==> src/rtl/srt_pkg.sv <==
// Shared types and constants for the service registry table.
// Operation and status codes, entry layout and the store write-control struct.
// No dependencies.
package srt_pkg;

  localparam int KEY_W     = 16;
  localparam int INST_W    = 16;
  localparam int ADDR_W    = 32;
  localparam int PORT_W    = 8;
  localparam int PAYLOAD_W = INST_W + ADDR_W + PORT_W;

  // Payload layout: instance on top, then address, then port
  localparam int PL_PORT_LO = 0;
  localparam int PL_ADDR_LO = PORT_W;
  localparam int PL_INST_LO = PORT_W + ADDR_W;

  // Operation codes
  localparam logic [1:0] MODE_INSERT = 2'd0;
  localparam logic [1:0] MODE_REMOVE = 2'd1;
  localparam logic [1:0] MODE_SEARCH = 2'd2;

  // Status codes
  localparam logic [1:0] ST_OK        = 2'd0;
  localparam logic [1:0] ST_NOT_FOUND = 2'd1;
  localparam logic [1:0] ST_DUPLICATE = 2'd2;
  localparam logic [1:0] ST_FULL      = 2'd3;

  // Miss and wildcard values
  localparam logic [INST_W-1:0] WILDCARD_INSTANCE = 16'hFFFF;
  localparam logic [ADDR_W-1:0] MISS_ADDRESS      = 32'h0000_FFFF;
  localparam logic [PORT_W-1:0] MISS_PORT         = 8'hFF;

  // Write controls for the entry store
  typedef struct packed {
    logic we_valid;
    logic we_entry;
    logic valid_bit;
  } store_wr_t;

  // Scan outcome flags
  typedef struct packed {
    logic hit;
    logic free;
  } match_t;

endpackage

==> src/rtl/service_registry_table_core.sv <==
// Service registry table: one request is scanned over all entries, one entry a cycle.
// A new request is taken only while idle: the single key comparator walks the store,
// and done pulses once the scan, drain and finish steps are through.
// Reset: synchronous; a clearing pass over all entries then zeroes the valid
// bits while busy stays high. The receiver cannot stall: done marks a one-cycle result.
module service_registry_table_core #(
  parameter int TABLE_ENTRIES = 16
) (
  input  logic                         clk,
  input  logic                         rst,
  input  logic                         start,
  output logic                         busy,
  input  logic [1:0]                   mode,
  input  logic [srt_pkg::KEY_W-1:0]    service_key,
  input  logic [srt_pkg::INST_W-1:0]   instance_key,
  input  logic [srt_pkg::ADDR_W-1:0]   address_v4,
  input  logic [srt_pkg::PORT_W-1:0]   port_value,
  output logic                         done,
  output logic [1:0]                   status,
  output logic [srt_pkg::KEY_W-1:0]    out_service,
  output logic [srt_pkg::INST_W-1:0]   out_instance,
  output logic [srt_pkg::ADDR_W-1:0]   out_address,
  output logic [srt_pkg::PORT_W-1:0]   out_port
);
  import srt_pkg::*;

  localparam int IDX_W = (TABLE_ENTRIES > 1) ? $clog2(TABLE_ENTRIES) : 1;
  localparam logic [IDX_W-1:0] LAST_IDX = IDX_W'(TABLE_ENTRIES - 1);

  localparam logic [2:0] S_CLEAR  = 3'd0;
  localparam logic [2:0] S_IDLE   = 3'd1;
  localparam logic [2:0] S_SCAN   = 3'd2;
  localparam logic [2:0] S_DRAIN  = 3'd3;
  localparam logic [2:0] S_FINISH = 3'd4;

  logic [2:0]           state;
  logic [IDX_W-1:0]     scan_cnt;
  logic                 cmp_valid;
  logic [IDX_W-1:0]     cmp_idx;
  logic                 accept;

  logic [1:0]           req_mode;
  logic [KEY_W-1:0]     req_svc;
  logic [INST_W-1:0]    req_inst;
  logic [ADDR_W-1:0]    req_addr;
  logic [PORT_W-1:0]    req_port;

  logic                 rd_valid;
  logic [KEY_W-1:0]     rd_key;
  logic [PAYLOAD_W-1:0] rd_payload;

  match_t               mres;
  logic [IDX_W-1:0]     hit_idx;
  logic [IDX_W-1:0]     free_idx;
  logic [PAYLOAD_W-1:0] hit_payload;

  store_wr_t            wr_ctl;
  logic [IDX_W-1:0]     wr_addr;
  logic [PAYLOAD_W-1:0] wr_payload;

  logic [1:0]           status_next;
  logic [INST_W-1:0]    instance_next;
  logic [ADDR_W-1:0]    address_next;
  logic [PORT_W-1:0]    port_next;
  logic                 inst_ok;

  assign busy   = (state != S_IDLE);
  assign accept = start && !busy;

  srt_store #(
    .DEPTH (TABLE_ENTRIES),
    .IDX_W (IDX_W)
  ) u_store (
    .clk        (clk),
    .rd_addr    (scan_cnt),
    .rd_valid   (rd_valid),
    .rd_key     (rd_key),
    .rd_payload (rd_payload),
    .wr_addr    (wr_addr),
    .wr_ctl     (wr_ctl),
    .wr_key     (req_svc),
    .wr_payload (wr_payload)
  );

  srt_match #(
    .IDX_W (IDX_W)
  ) u_match (
    .clk         (clk),
    .rst         (rst),
    .clear       (accept),
    .cmp_valid   (cmp_valid),
    .cmp_idx     (cmp_idx),
    .req_key     (req_svc),
    .rd_valid    (rd_valid),
    .rd_key      (rd_key),
    .rd_payload  (rd_payload),
    .result      (mres),
    .hit_idx     (hit_idx),
    .free_idx    (free_idx),
    .hit_payload (hit_payload)
  );

  // Sequencer: clearing pass, scan, drain of the read pipe, finish
  always_ff @(posedge clk) begin
    if (rst) begin
      state     <= S_CLEAR;
      scan_cnt  <= '0;
      cmp_valid <= 1'b0;
    end else begin
      cmp_valid <= (state == S_SCAN);
      case (state)
        S_CLEAR: begin
          if (scan_cnt == LAST_IDX) begin
            scan_cnt <= '0;
            state    <= S_IDLE;
          end else begin
            scan_cnt <= scan_cnt + 1'b1;
          end
        end
        S_IDLE: begin
          if (start) begin
            scan_cnt <= '0;
            state    <= S_SCAN;
          end
        end
        S_SCAN: begin
          if (scan_cnt == LAST_IDX) begin
            state <= S_DRAIN;
          end else begin
            scan_cnt <= scan_cnt + 1'b1;
          end
        end
        S_DRAIN: begin
          state <= S_FINISH;
        end
        S_FINISH: begin
          scan_cnt <= '0;
          state    <= S_IDLE;
        end
        default: begin
          scan_cnt <= '0;
          state    <= S_CLEAR;
        end
      endcase
    end
  end

  // Track the index of the entry whose read data arrives next cycle
  always_ff @(posedge clk) begin
    cmp_idx <= scan_cnt;
  end

  // Latch the request on acceptance
  always_ff @(posedge clk) begin
    if (accept) begin
      req_mode <= mode;
      req_svc  <= service_key;
      req_inst <= instance_key;
      req_addr <= address_v4;
      req_port <= port_value;
    end
  end

  assign wr_payload = {req_inst, req_addr, req_port};
  assign inst_ok    = (req_inst == WILDCARD_INSTANCE) ||
                      (hit_payload[PL_INST_LO +: INST_W] == req_inst);

  // Store writes: clear during the pass, insert or remove on finish
  always_comb begin
    wr_ctl  = '0;
    wr_addr = scan_cnt;
    if (state == S_CLEAR) begin
      wr_ctl.we_valid = 1'b1;
    end else if (state == S_FINISH) begin
      if (req_mode == MODE_INSERT && !mres.hit && mres.free) begin
        wr_addr          = free_idx;
        wr_ctl.we_valid  = 1'b1;
        wr_ctl.we_entry  = 1'b1;
        wr_ctl.valid_bit = 1'b1;
      end else if (req_mode == MODE_REMOVE && mres.hit) begin
        wr_addr         = hit_idx;
        wr_ctl.we_valid = 1'b1;
      end
    end
  end

  // Form the result
  always_comb begin
    status_next   = ST_NOT_FOUND;
    instance_next = '0;
    address_next  = '0;
    port_next     = '0;
    case (req_mode)
      MODE_INSERT: begin
        if (mres.hit) begin
          status_next = ST_DUPLICATE;
        end else if (mres.free) begin
          status_next = ST_OK;
        end else begin
          status_next = ST_FULL;
        end
      end
      MODE_REMOVE: begin
        status_next = mres.hit ? ST_OK : ST_NOT_FOUND;
      end
      MODE_SEARCH: begin
        if (mres.hit && inst_ok) begin
          status_next   = ST_OK;
          instance_next = req_inst;
          address_next  = hit_payload[PL_ADDR_LO +: ADDR_W];
          port_next     = hit_payload[PL_PORT_LO +: PORT_W];
        end else begin
          status_next   = ST_NOT_FOUND;
          instance_next = WILDCARD_INSTANCE;
          address_next  = MISS_ADDRESS;
          port_next     = MISS_PORT;
        end
      end
      default: begin
        status_next = ST_NOT_FOUND;
      end
    endcase
  end

  // Result strobe
  always_ff @(posedge clk) begin
    if (rst) begin
      done <= 1'b0;
    end else begin
      done <= (state == S_FINISH);
    end
  end

  // Result payload
  always_ff @(posedge clk) begin
    if (state == S_FINISH) begin
      status       <= status_next;
      out_service  <= req_svc;
      out_instance <= instance_next;
      out_address  <= address_next;
      out_port     <= port_next;
    end
  end

  // A result only appears once the sequencer is back to idle
  a_done_idle: assert property (@(posedge clk) disable iff (rst)
    done |-> (state == S_IDLE))
    else $error("result strobe outside idle");

  // The result strobe is a single-cycle pulse
  a_done_pulse: assert property (@(posedge clk) disable iff (rst)
    done |=> !done)
    else $error("result strobe longer than one cycle");

  // An accepted item keeps the block busy and starts a scan at the first entry
  a_accept_busy: assert property (@(posedge clk) disable iff (rst)
    accept |=> (busy && state == S_SCAN && scan_cnt == '0))
    else $error("accepted item did not start a scan");

  // A scan runs on into the drain step only
  a_scan_flow: assert property (@(posedge clk) disable iff (rst)
    (state == S_SCAN) |=> (state == S_SCAN || state == S_DRAIN))
    else $error("scan left early");

  // Stores happen only in the clearing pass or on finish
  a_write_phase: assert property (@(posedge clk) disable iff (rst)
    wr_ctl.we_valid |-> (state == S_CLEAR || state == S_FINISH))
    else $error("store write outside clear or finish");

endmodule

==> src/rtl/srt_store.sv <==
// Entry store: valid bits, keys and payloads in three simple dual-port memories.
// One write and one registered read per cycle. Depends on srt_pkg.
module srt_store #(
  parameter int DEPTH = 16,
  parameter int IDX_W = 4
) (
  input  logic                           clk,
  input  logic [IDX_W-1:0]               rd_addr,
  output logic                           rd_valid,
  output logic [srt_pkg::KEY_W-1:0]      rd_key,
  output logic [srt_pkg::PAYLOAD_W-1:0]  rd_payload,
  input  logic [IDX_W-1:0]               wr_addr,
  input  srt_pkg::store_wr_t             wr_ctl,
  input  logic [srt_pkg::KEY_W-1:0]      wr_key,
  input  logic [srt_pkg::PAYLOAD_W-1:0]  wr_payload
);
  import srt_pkg::*;

  logic                 valid_mem   [DEPTH];
  logic [KEY_W-1:0]     key_mem     [DEPTH];
  logic [PAYLOAD_W-1:0] payload_mem [DEPTH];

  // Write the addressed entry
  always_ff @(posedge clk) begin
    if (wr_ctl.we_valid) begin
      valid_mem[wr_addr] <= wr_ctl.valid_bit;
    end
    if (wr_ctl.we_entry) begin
      key_mem[wr_addr]     <= wr_key;
      payload_mem[wr_addr] <= wr_payload;
    end
  end

  // Register the read data
  always_ff @(posedge clk) begin
    rd_valid   <= valid_mem[rd_addr];
    rd_key     <= key_mem[rd_addr];
    rd_payload <= payload_mem[rd_addr];
  end

endmodule

==> src/rtl/srt_match.sv <==
// Shared key comparator: checks one stored entry per cycle against the request key
// and keeps the first matching slot and the first free slot. Depends on srt_pkg.
module srt_match #(
  parameter int IDX_W = 4
) (
  input  logic                           clk,
  input  logic                           rst,
  input  logic                           clear,
  input  logic                           cmp_valid,
  input  logic [IDX_W-1:0]               cmp_idx,
  input  logic [srt_pkg::KEY_W-1:0]      req_key,
  input  logic                           rd_valid,
  input  logic [srt_pkg::KEY_W-1:0]      rd_key,
  input  logic [srt_pkg::PAYLOAD_W-1:0]  rd_payload,
  output srt_pkg::match_t                result,
  output logic [IDX_W-1:0]               hit_idx,
  output logic [IDX_W-1:0]               free_idx,
  output logic [srt_pkg::PAYLOAD_W-1:0]  hit_payload
);
  import srt_pkg::*;

  logic key_eq;

  assign key_eq = (rd_key == req_key);

  // Track flags; drop them at the start of each scan
  always_ff @(posedge clk) begin
    if (rst || clear) begin
      result <= '0;
    end else if (cmp_valid) begin
      if (!result.hit && rd_valid && key_eq) begin
        result.hit <= 1'b1;
      end
      if (!result.free && !rd_valid) begin
        result.free <= 1'b1;
      end
    end
  end

  // Hold the slot and payload of the first hit and the first free slot
  always_ff @(posedge clk) begin
    if (cmp_valid && !result.hit && rd_valid && key_eq) begin
      hit_idx     <= cmp_idx;
      hit_payload <= rd_payload;
    end
    if (cmp_valid && !result.free && !rd_valid) begin
      free_idx <= cmp_idx;
    end
  end

endmodule
==> config.mk <==
export PLATFORM = sky130hd
export DESIGN_NAME = service_registry_table_core
export DESIGN_NICKNAME = d
export VERILOG_FILES = /design/src/rtl/srt_pkg.sv /design/src/rtl/service_registry_table_core.sv /design/src/rtl/srt_store.sv /design/src/rtl/srt_match.sv
export SDC_FILE = /design/constraint.sdc
export NUM_CORES = 1
export LEC_CHECK = 0
export ABC_CLOCK_PERIOD_IN_PS = 14730
export BUFFER_PORTS_ARGS = -buffer_cell sky130_fd_sc_hd__buf_2
export CAP_MARGIN = 20
export CORE_MARGIN = 4
export CORE_UTILIZATION = 62
export DETAILED_ROUTE_END_ITERATION = 10
export GPL_ROUTABILITY_DRIVEN = 0
export GPL_TIMING_DRIVEN = 1
export PLACE_DENSITY = 0.79
export SLEW_MARGIN = 20
export SYNTH_ARGS = -nofsm -noshare
export SYNTH_HDL_FRONTEND = slang
export SYNTH_SLANG_ARGS = --single-unit
==> constraint.sdc <==
create_clock -name clk -period 14.73 [get_ports clk]
set_input_delay 0.7365 -clock clk [delete_from_list [all_inputs] [get_ports clk]]
set_output_delay 0.7365 -clock clk [all_outputs]
set_load 0.01 [all_outputs]
==> results of run 1 <==
registers in the layout, indices dropped and copies added, names as in the netlist, 3 cells and up:
| register | count |
|---|---|
| out_service | 16 |
| state | 3 |
| req_svc | 16 |
| out_instance | 16 |
| u_store.payload_mem | 896 |
| req_inst | 16 |
| req_port | 8 |
| u_store.rd_payload | 56 |
| u_store.key_mem | 256 |
| cmp_idx | 4 |
| scan_cnt | 4 |
| req_addr | 32 |
| u_store.valid_mem | 16 |
| u_match.free_idx | 4 |
| u_match.hit_idx | 4 |
| u_store.rd_key | 16 |
| out_address | 32 |
| u_match.hit_payload | 56 |
| out_port | 8 |
cell usage after synthesis, types with 2 or more instances:
| cell | count |
|---|---|
| edfxtp_1 | 1380 |
| nor3b_1 | 3 |
| xnor2_1 | 32 |
| o21a_1 | 42 |
| and4_1 | 16 |
| buf_2 | 19 |
| mux4_2 | 365 |
| nor3_1 | 6 |
| o32ai_2 | 2 |
| inv_1 | 5 |
| nor2b_1 | 6 |
| dfxtp_1 | 88 |
| nor2_1 | 51 |
| a21oi_1 | 8 |
| nand2_1 | 6 |
| o211ai_1 | 2 |
| nand2b_1 | 4 |
| nand4_1 | 11 |
| clkbuf_1 | 51 |
| buf_6 | 25 |
| buf_1 | 8 |
| a31oi_2 | 2 |
| nor4_1 | 3 |
| a32oi_1 | 2 |
| and3_1 | 4 |
| a31oi_1 | 2 |
| o21ai_0 | 3 |
| a22oi_1 | 2 |
| nand3_1 | 2 |
layer usage:
metal | GRT usage (%) | up-vias | part of all wire, %
met5 | 0 | - | 0.010
met4 | 10.3 | 2 | 3.4
met3 | 5.35 | 284 | 9.5
met2 | 46.3 | 1980 | 51
met1 | 39.5 | 13200 | 36
li1 | - | 9682 | -
cell usage in the layout, fill, tap and decap left out, drive strengths merged, types with 2 or more instances in the layout:
cell / count
edfxtp: 1380
mux4: 365
buf: 192
clkbuf: 187
dfxtp: 88
clkinv: 53
nor2: 51
o21a: 42
xnor2: 32
and4: 16
nand4: 11
bufinv: 9
a21oi: 9
inv: 9
nor3: 6
nand2: 6
nor2b: 6
clkinvlp: 5
nand2b: 4
and3: 4
o21ai: 4
a31oi: 4
nor4: 3
nor3b: 3
o211ai: 2
o32ai: 2
a32oi: 2
a22oi: 2
nand3: 2
or2: 2
or3b: 2
power groups by stage:
stage	Sequential (mW)	Combinational (mW)	Clock (mW)
finish	4.56	0.294	3.59
global route	4.56	0.310	3.81
CTS	4.56	0.295	3.62
detailed placement	4.65	0.285	0
global placement	4.64	0.278	0
floorplan	4.62	0.234	0
kinds of logic after synthesis:
family	after synthesis
AO/OA/AOI/OAI	72
XOR/XNOR	32
adder cells (fa/ha/maj)	1
buffers and inverters	108
flip-flops	1468
multiplexers	366
AND/OR/NAND/NOR	121
worst max-delay path: cells and delay by family, from the launching register on:
family	cells	cell delay (ns)
simple gates	3	2.30
buf+inv	1	0.87
flops	1	0.57
compound gates	1	0.62
how the worst max path moves through the flow:
stage                              startpoint                               endpoint  slack, ns  cells after the start
5_1_grt                 req_mode[1]$_DFFE_PP_   u_store.payload_mem[9][40]$_DFFE_PP_       9.75                      5
2_1_floorplan           state[1]$_SDFFE_PP0P_        u_store.key_mem[2][0]$_DFFE_PP_       4.31                      5
6_report                req_mode[1]$_DFFE_PP_   u_store.payload_mem[8][28]$_DFFE_PP_       9.89                      5
4_1_cts        u_match.result[1]$_SDFFE_PP0P_   u_store.payload_mem[9][34]$_DFFE_PP_       9.85                      5
3_5_place_dp   u_match.result[1]$_SDFFE_PP0P_   u_store.payload_mem[8][26]$_DFFE_PP_      10.02                      5
3_3_place_gp   u_match.result[1]$_SDFFE_PP0P_  u_store.payload_mem[15][26]$_DFFE_PP_      10.04                      5
metrics by stage:
stage               power, mW  cells
floorplan                4.86   2168
global placement         4.92   3395
detailed placement       4.93   3399
CTS                      8.47   3657
global route             8.68   3659
finish                   8.44   3659
layout make-up:
cell class | instances | area (sq um)
Clock inverter | 71 | 693
Tap cell | 1144 | 1430
Clock buffer | 187 | 3860
Multi-Input combinational cell | 592 | 9880
Fill cell | 4570 | 25100
Sequential cell | 1468 | 43200
Timing Repair Buffer | 192 | 1190
Inverter | 5 | 23.8
==> results by group, run 1 <==
Outcome
  – Status: finished clean

Power
  – Sequential share of power: approximately 54%
  – Sw Ratio: roughly a fifth
  – Static leakage: between 15 and 20 nW
  – Logic pwr share: between 3 and 4%
  – Part of the power in the clock network: ~43%
  – P_int: between 6 and 7 mW
  – Psw: around 1.7 mW
  – Pwr/cell area: 140 nW/um^2
  – Peak VDD IR: 124 uV

Detailed routing
  – DR WL/cell: 34.8 microns
  – Drt first pass iters: 7
  – Iteration-0 DRC Markers: ~4100
  – Antenna viol nets, final: 0
  – Final WL: between 100000 and 150000 microns
  – Vias per cell: between 6 and 7
  – Drc violations: 0
  – Routed vias: roughly 25000

Final layout
  – Final nets: ~2500
  – Non-Filler Cell Area, Final: between 60000 and 70000 sq um
  – Util after Layout: a little over 70%
  – N_diodes: 0
  – Layout area overhead: 12.6%
  – Share of cells above drive strength 1: approximately a third

Yosys
  – Top FF cell, synth: edfxtp_1
  – Synth Area in Compound Gates: roughly 1%
  – Number of synthesized flops with an enable pin: about 1400
  – Top post-synthesis cells by area: edfxtp_1, mux4_2, dfxtp_1
  – Synth Instances: around 2200
  – Post-synthesis adder-cell area fraction: less than 1%
  – Cell variety after synth: 47
  – Xor-xnor portion of the synthesized cell area: less than 1%
  – Synth async-reset ratio: 0%
  – Synth Area in Simple Gates: 1.24%
  – Mapped cell area: 53500 sq um
  – Sequential-to-total area share from yosys stat: between 80% and 90%
  – Yosys reg bits: 1468
  – Largest family of logic cells by synthesized area: multiplexers
  – Post-synth net total: between 2000 and 2500
  – Yosys top cell area share: just under 80%
  – Avg Cell Area, Syn: 24.7 sq um
  – Yosys top cell by area: edfxtp_1
  – Synth warn: 0
  – Mux contribution to synthesized area: 15.4%

Timing
  – Unrepaired setup endpoints after global routing: no
  – Final Hold Vio Count: 0
  – Max_slew headroom: 20.9%
  – Worst clock skew: 0.0408 ns
  – Crit share post-route: 32.8%
  – Hold WS: around 0.16 ns
  – Setup TNS: 0 ns
  – Max Freq: around 0.21 GHz
  – Setup ws final: approximately 9.9 ns
  – Crit path time final: a little under 5 ns
  – Final setup viols: 0
  – Max-slew violation count: 0
  – Slew @ Worst Pin: between 1 and 1.5 ns

Die
  – # IOs: between 150 and 200
  – Num rows: 107
  – Initial Utilization: between 60 and 70%
  – Die H: about 300 microns
  – Core area: about 85000 sq um
  – Die area: about 91000 sq um
  – Width of the die: about 300 microns

GRT
  – Gr usage total: between 20% and 30%
  – Pin count of the biggest net entering global routing: 175
  – Grt ovf: 0
  – Global-route wire length before repair: 184000 microns
  – Number of global-route vias before repair: 26200
  – Antenna violations before repair: 4

Setup path
  – Critical path type: reg2reg
  – Worst r2r path cells: 5
  – Crit path cell chain: or4b_1 > nor2_1 > o211ai_1 > nor2_4 > buf_4
  – Critical R2R Launch: req_mode[1]$_DFFE_PP_
  – CP peak stage delay: between 0.8 and 0.9 ns
  – Reg-to-Reg End: u_store.payload_mem[8][28]$_DFFE_PP_
  – Worst setup SP type: register
  – Worst setup EP type: register
  – Arr. time, crit path: ~5.2 ns
  – Required time of the critical path: roughly 15 ns
  – R2R setup slack: 9.89 ns
  – CP max stage cell: nor2_1
  – Crit path max fanout: 52

Clocking
  – Hold buffer count at CTS: 0
  – Inserted Clock Buffers: 140
  – Clock Path Buffers: 3
  – Clk sink count: approximately 1500
  – Clk Latency, worst-skew pair: between 0.7 and 0.8 ns
  – Post-CTS setup buffer count: 0
  – CTS resizes: 0
  – Clk root buf: clkbuf_16
  – Clk slew on worst S/H paths: roughly 0.060 ns
  – CTS tree: built
  – H-tree levels: 4

Hold path
  – HP Start: address_v4[6]
  – Hold Path Stages: 1
  – Min-Delay Path Class: in2reg
  – Worst Hold Path EP: req_addr[6]$_DFFE_PP_

Place
  – Post-detail-place hpwl: ~60000 microns
  – PortBufs: 152
  – Place WS: 10.02 ns
  – Post-Place Cell Area: 55700 sq um

Run
  – Max_cap viols: 0
Note: power is estimated with default switching activity, not from simulation.
==> inputs of run 2 (changes only) <==
Settings changed: ABC_CLOCK_PERIOD_IN_PS 14730 to 4400, CORE_UTILIZATION 62 to 56, PLACE_DENSITY 0.79 to 0.76.
Clock period 14.73 ns to 4.4 ns, I/O delays scaled along.
==> run 2 against run 1 <==
- die area grew 10%
- non-clock buffer count rose by 110
- cell count is 6.4% higher
- clock power rose to 3.4 times the previous value
- count of clock-buffer cells in the layout grew 14
==> results by group, run 2 (synthesis gave the netlist of run 1 again) <==
Outcome
  – Status: finished clean

Timing
  – Worst clock skew: roughly 0.044 ns
  – Final Hold Vio Count: 0
  – Max-slew violation count: 0
  – Slew @ Worst Pin: about 1.1 ns
  – Unrepaired setup endpoints after global routing: no
  – Crit share post-route: around four fifths
  – Max Freq: around 0.28 GHz
  – Crit path time final: approximately 3.6 ns
  – Final setup viols: 0
  – Setup TNS: 0 ns
  – Max_slew headroom: between 20% and 30%

Die
  – Initial Utilization: a little under three fifths
  – Die H: ~320 microns
  – # IOs: 153
  – Core area: roughly 95000 sq um
  – Num rows: about 110
  – Die area: between 100000 and 150000 sq um
  – Width of the die: 317 microns

Final layout
  – Fillers: ~5700
  – Largest registers: u_store.payload_mem (896), u_store.key_mem (256)
  – Area of the multi-input gates: 9900 sq um
  – Commonest non-fill, non-tap cells in the layout: edfxtp_1, mux4_2, buf_2
  – Number of flip-flops in the largest register: 896
  – Reg with most FFs: u_store.payload_mem
  – Layout area overhead: 15.1%
  – Non-Filler Cell Area, Final: 61600 sq um
  – FF/Latch Area: 43200 sq um
  – N_diodes: 0
  – Final nets: between 2000 and 3000
  – Leading cell type in the layout, fill and taps excluded: edfxtp_1
  – Share of cells above drive strength 1: about a third

Clocking
  – Inserted Clock Buffers: between 100 and 150
  – Clk slew on worst S/H paths: about 0.060 ns
  – Clock Path Buffers: 3
  – Clk sink count: ~1500
  – Clk root buf: clkbuf_16
  – CTS tree: built
  – H-tree levels: 4
  – Clk Latency, worst-skew pair: approximately 0.75 ns
  – CTS resizes: 0

Power
  – Static leakage: 19.4 nW
  – Pwr/cell area: roughly 460 nW/um^2
  – Peak VDD IR: about 440 uV

Detailed routing
  – Drc violations: 0
  – Final WL: approximately 120000 microns
  – Antenna viol nets, final: 0
  – Drt first pass iters: 6
  – DR WL/cell: roughly 31 microns
  – Iteration-0 DRC Markers: ~3800
  – Routed vias: roughly 25000
  – Vias per cell: 6.37

GRT
  – Antenna violations before repair: 3
  – Gr usage total: between 20 and 25%
  – GRT met1 Usage: 35.4%
  – Grt met3 use: between 4 and 5%
  – Number of global-route vias before repair: 25600
  – Global-route wire length before repair: 178000 microns
  – Grt ovf: 0
  – Pin count of the biggest net entering global routing: between 100 and 150
  – Grt peak-use layer: met2
  – GRT met2 Usage: 39.9%

Place
  – PortBufs: around 150
  – Post-detail-place hpwl: between 60000 and 70000 microns
  – Post-Place Cell Area: around 56000 sq um

Setup path
  – Arr. time, crit path: 3.97 ns
  – Required time of the critical path: between 4 and 5 ns
  – Crit path cell chain: or3b_1 > o32ai_2 > nor3b_1 > a21oi_2 > nor2_4 > buf_4
  – CP peak stage delay: ~0.64 ns
  – Crit path max-delay family: simple AND/OR/NAND/NOR gates
  – Crit path max fanout: 17
  – Crit. Startpoint: req_mode[0]$_DFFE_PP_
  – CP max stage cell: nor2_4
  – Worst setup EP type: register
  – Worst setup SP type: register
  – WP buf/inv: 1
  – Critical path type: reg2reg
  – Critical R2R Launch: req_mode[0]$_DFFE_PP_

Hold path
  – Min-Delay Path Class: in2reg
  – HP Start: address_v4[4]

Run
  – Max_cap viols: 0
-- run 2: changes by cell type in the layout (fill, tap and decap cells not counted), moves of 3 or more --
cell,previous run,this run
buf_12,6,12
buf_4,29,62
buf_6,3,0
clkbuf_1,32,36
clkbuf_8,12,20
clkinv_1,18,11
dlygate4sd3_1,0,76
-- run 2: metal layers --
metal / vias to the layer above / share of wire (%)
li1: 9926 / -
met1: 13100 / 38
met2: 1545 / 50
met3: 214 / 9.2
met4: 0 / 2.3
met5: - / 0
-- run 2: worst paths after layout --
path	endpoint	slack (ns)	depth (start not counted)
max	u_store.payload_mem[0][10]$_DFFE_PP_	0.84	6
min	req_addr[4]$_DFFE_PP_	0.19	2
max reg2reg	u_store.payload_mem[0][10]$_DFFE_PP_	0.84	6
min reg2reg	u_match.hit_payload[6]$_DFFE_PP_	0.39	0
-- run 2: worst reg2reg max path: cells and delay by family, from the launching register on --
kind	cells	cell delay, ns
DFF	1	0.52
and+or+nand+nor	3	1.63
AOI/OAI and AO/OA	2	0.65
buffers and inverters	1	0.41
-- run 2: what timing repair did --
item | 4_1_cts | 5_1_grt
endpoints found under the hold margin | 83 | 0
buffers inserted | 0 | 0
hold buffers | 76 | 0
-- run 2: metrics by stage --
step	instances	worst slack, ns	power (mW)	hold slack (ns)	utilization (%)
after CTS	3893	0.901	28.5	0.139	64.9
after global routing	3893	0.831	29.2	0.167	64.9
final	3893	0.842	28.4	0.189	64.9
after detailed placement	3556	1.04	16.5	0.389	59.2
after floorplan	2168	-0.939	16.3	0.319	-
after global placement	3555	1.05	16.5	0.386	59.2
-- run 2: power breakdown --
group          total (mW)  internal (mW)  switching, mW
logic                1.04          0.588          0.452
registers            15.3           15.2         0.0960
clock network        12.1           6.92           5.15
total                28.4           22.7           5.69
-- run 2: area by class of cell --
type / instances / share of cell area, %
multi-input combinational: 592 / 16.1
tap: 1265 / 2.57
clock buffer: 201 / 6.56
timing repair buffer: 302 / 3.62
inverter: 5 / 0.0386
sequential: 1468 / 70.1
clock inverter: 60 / 1.01
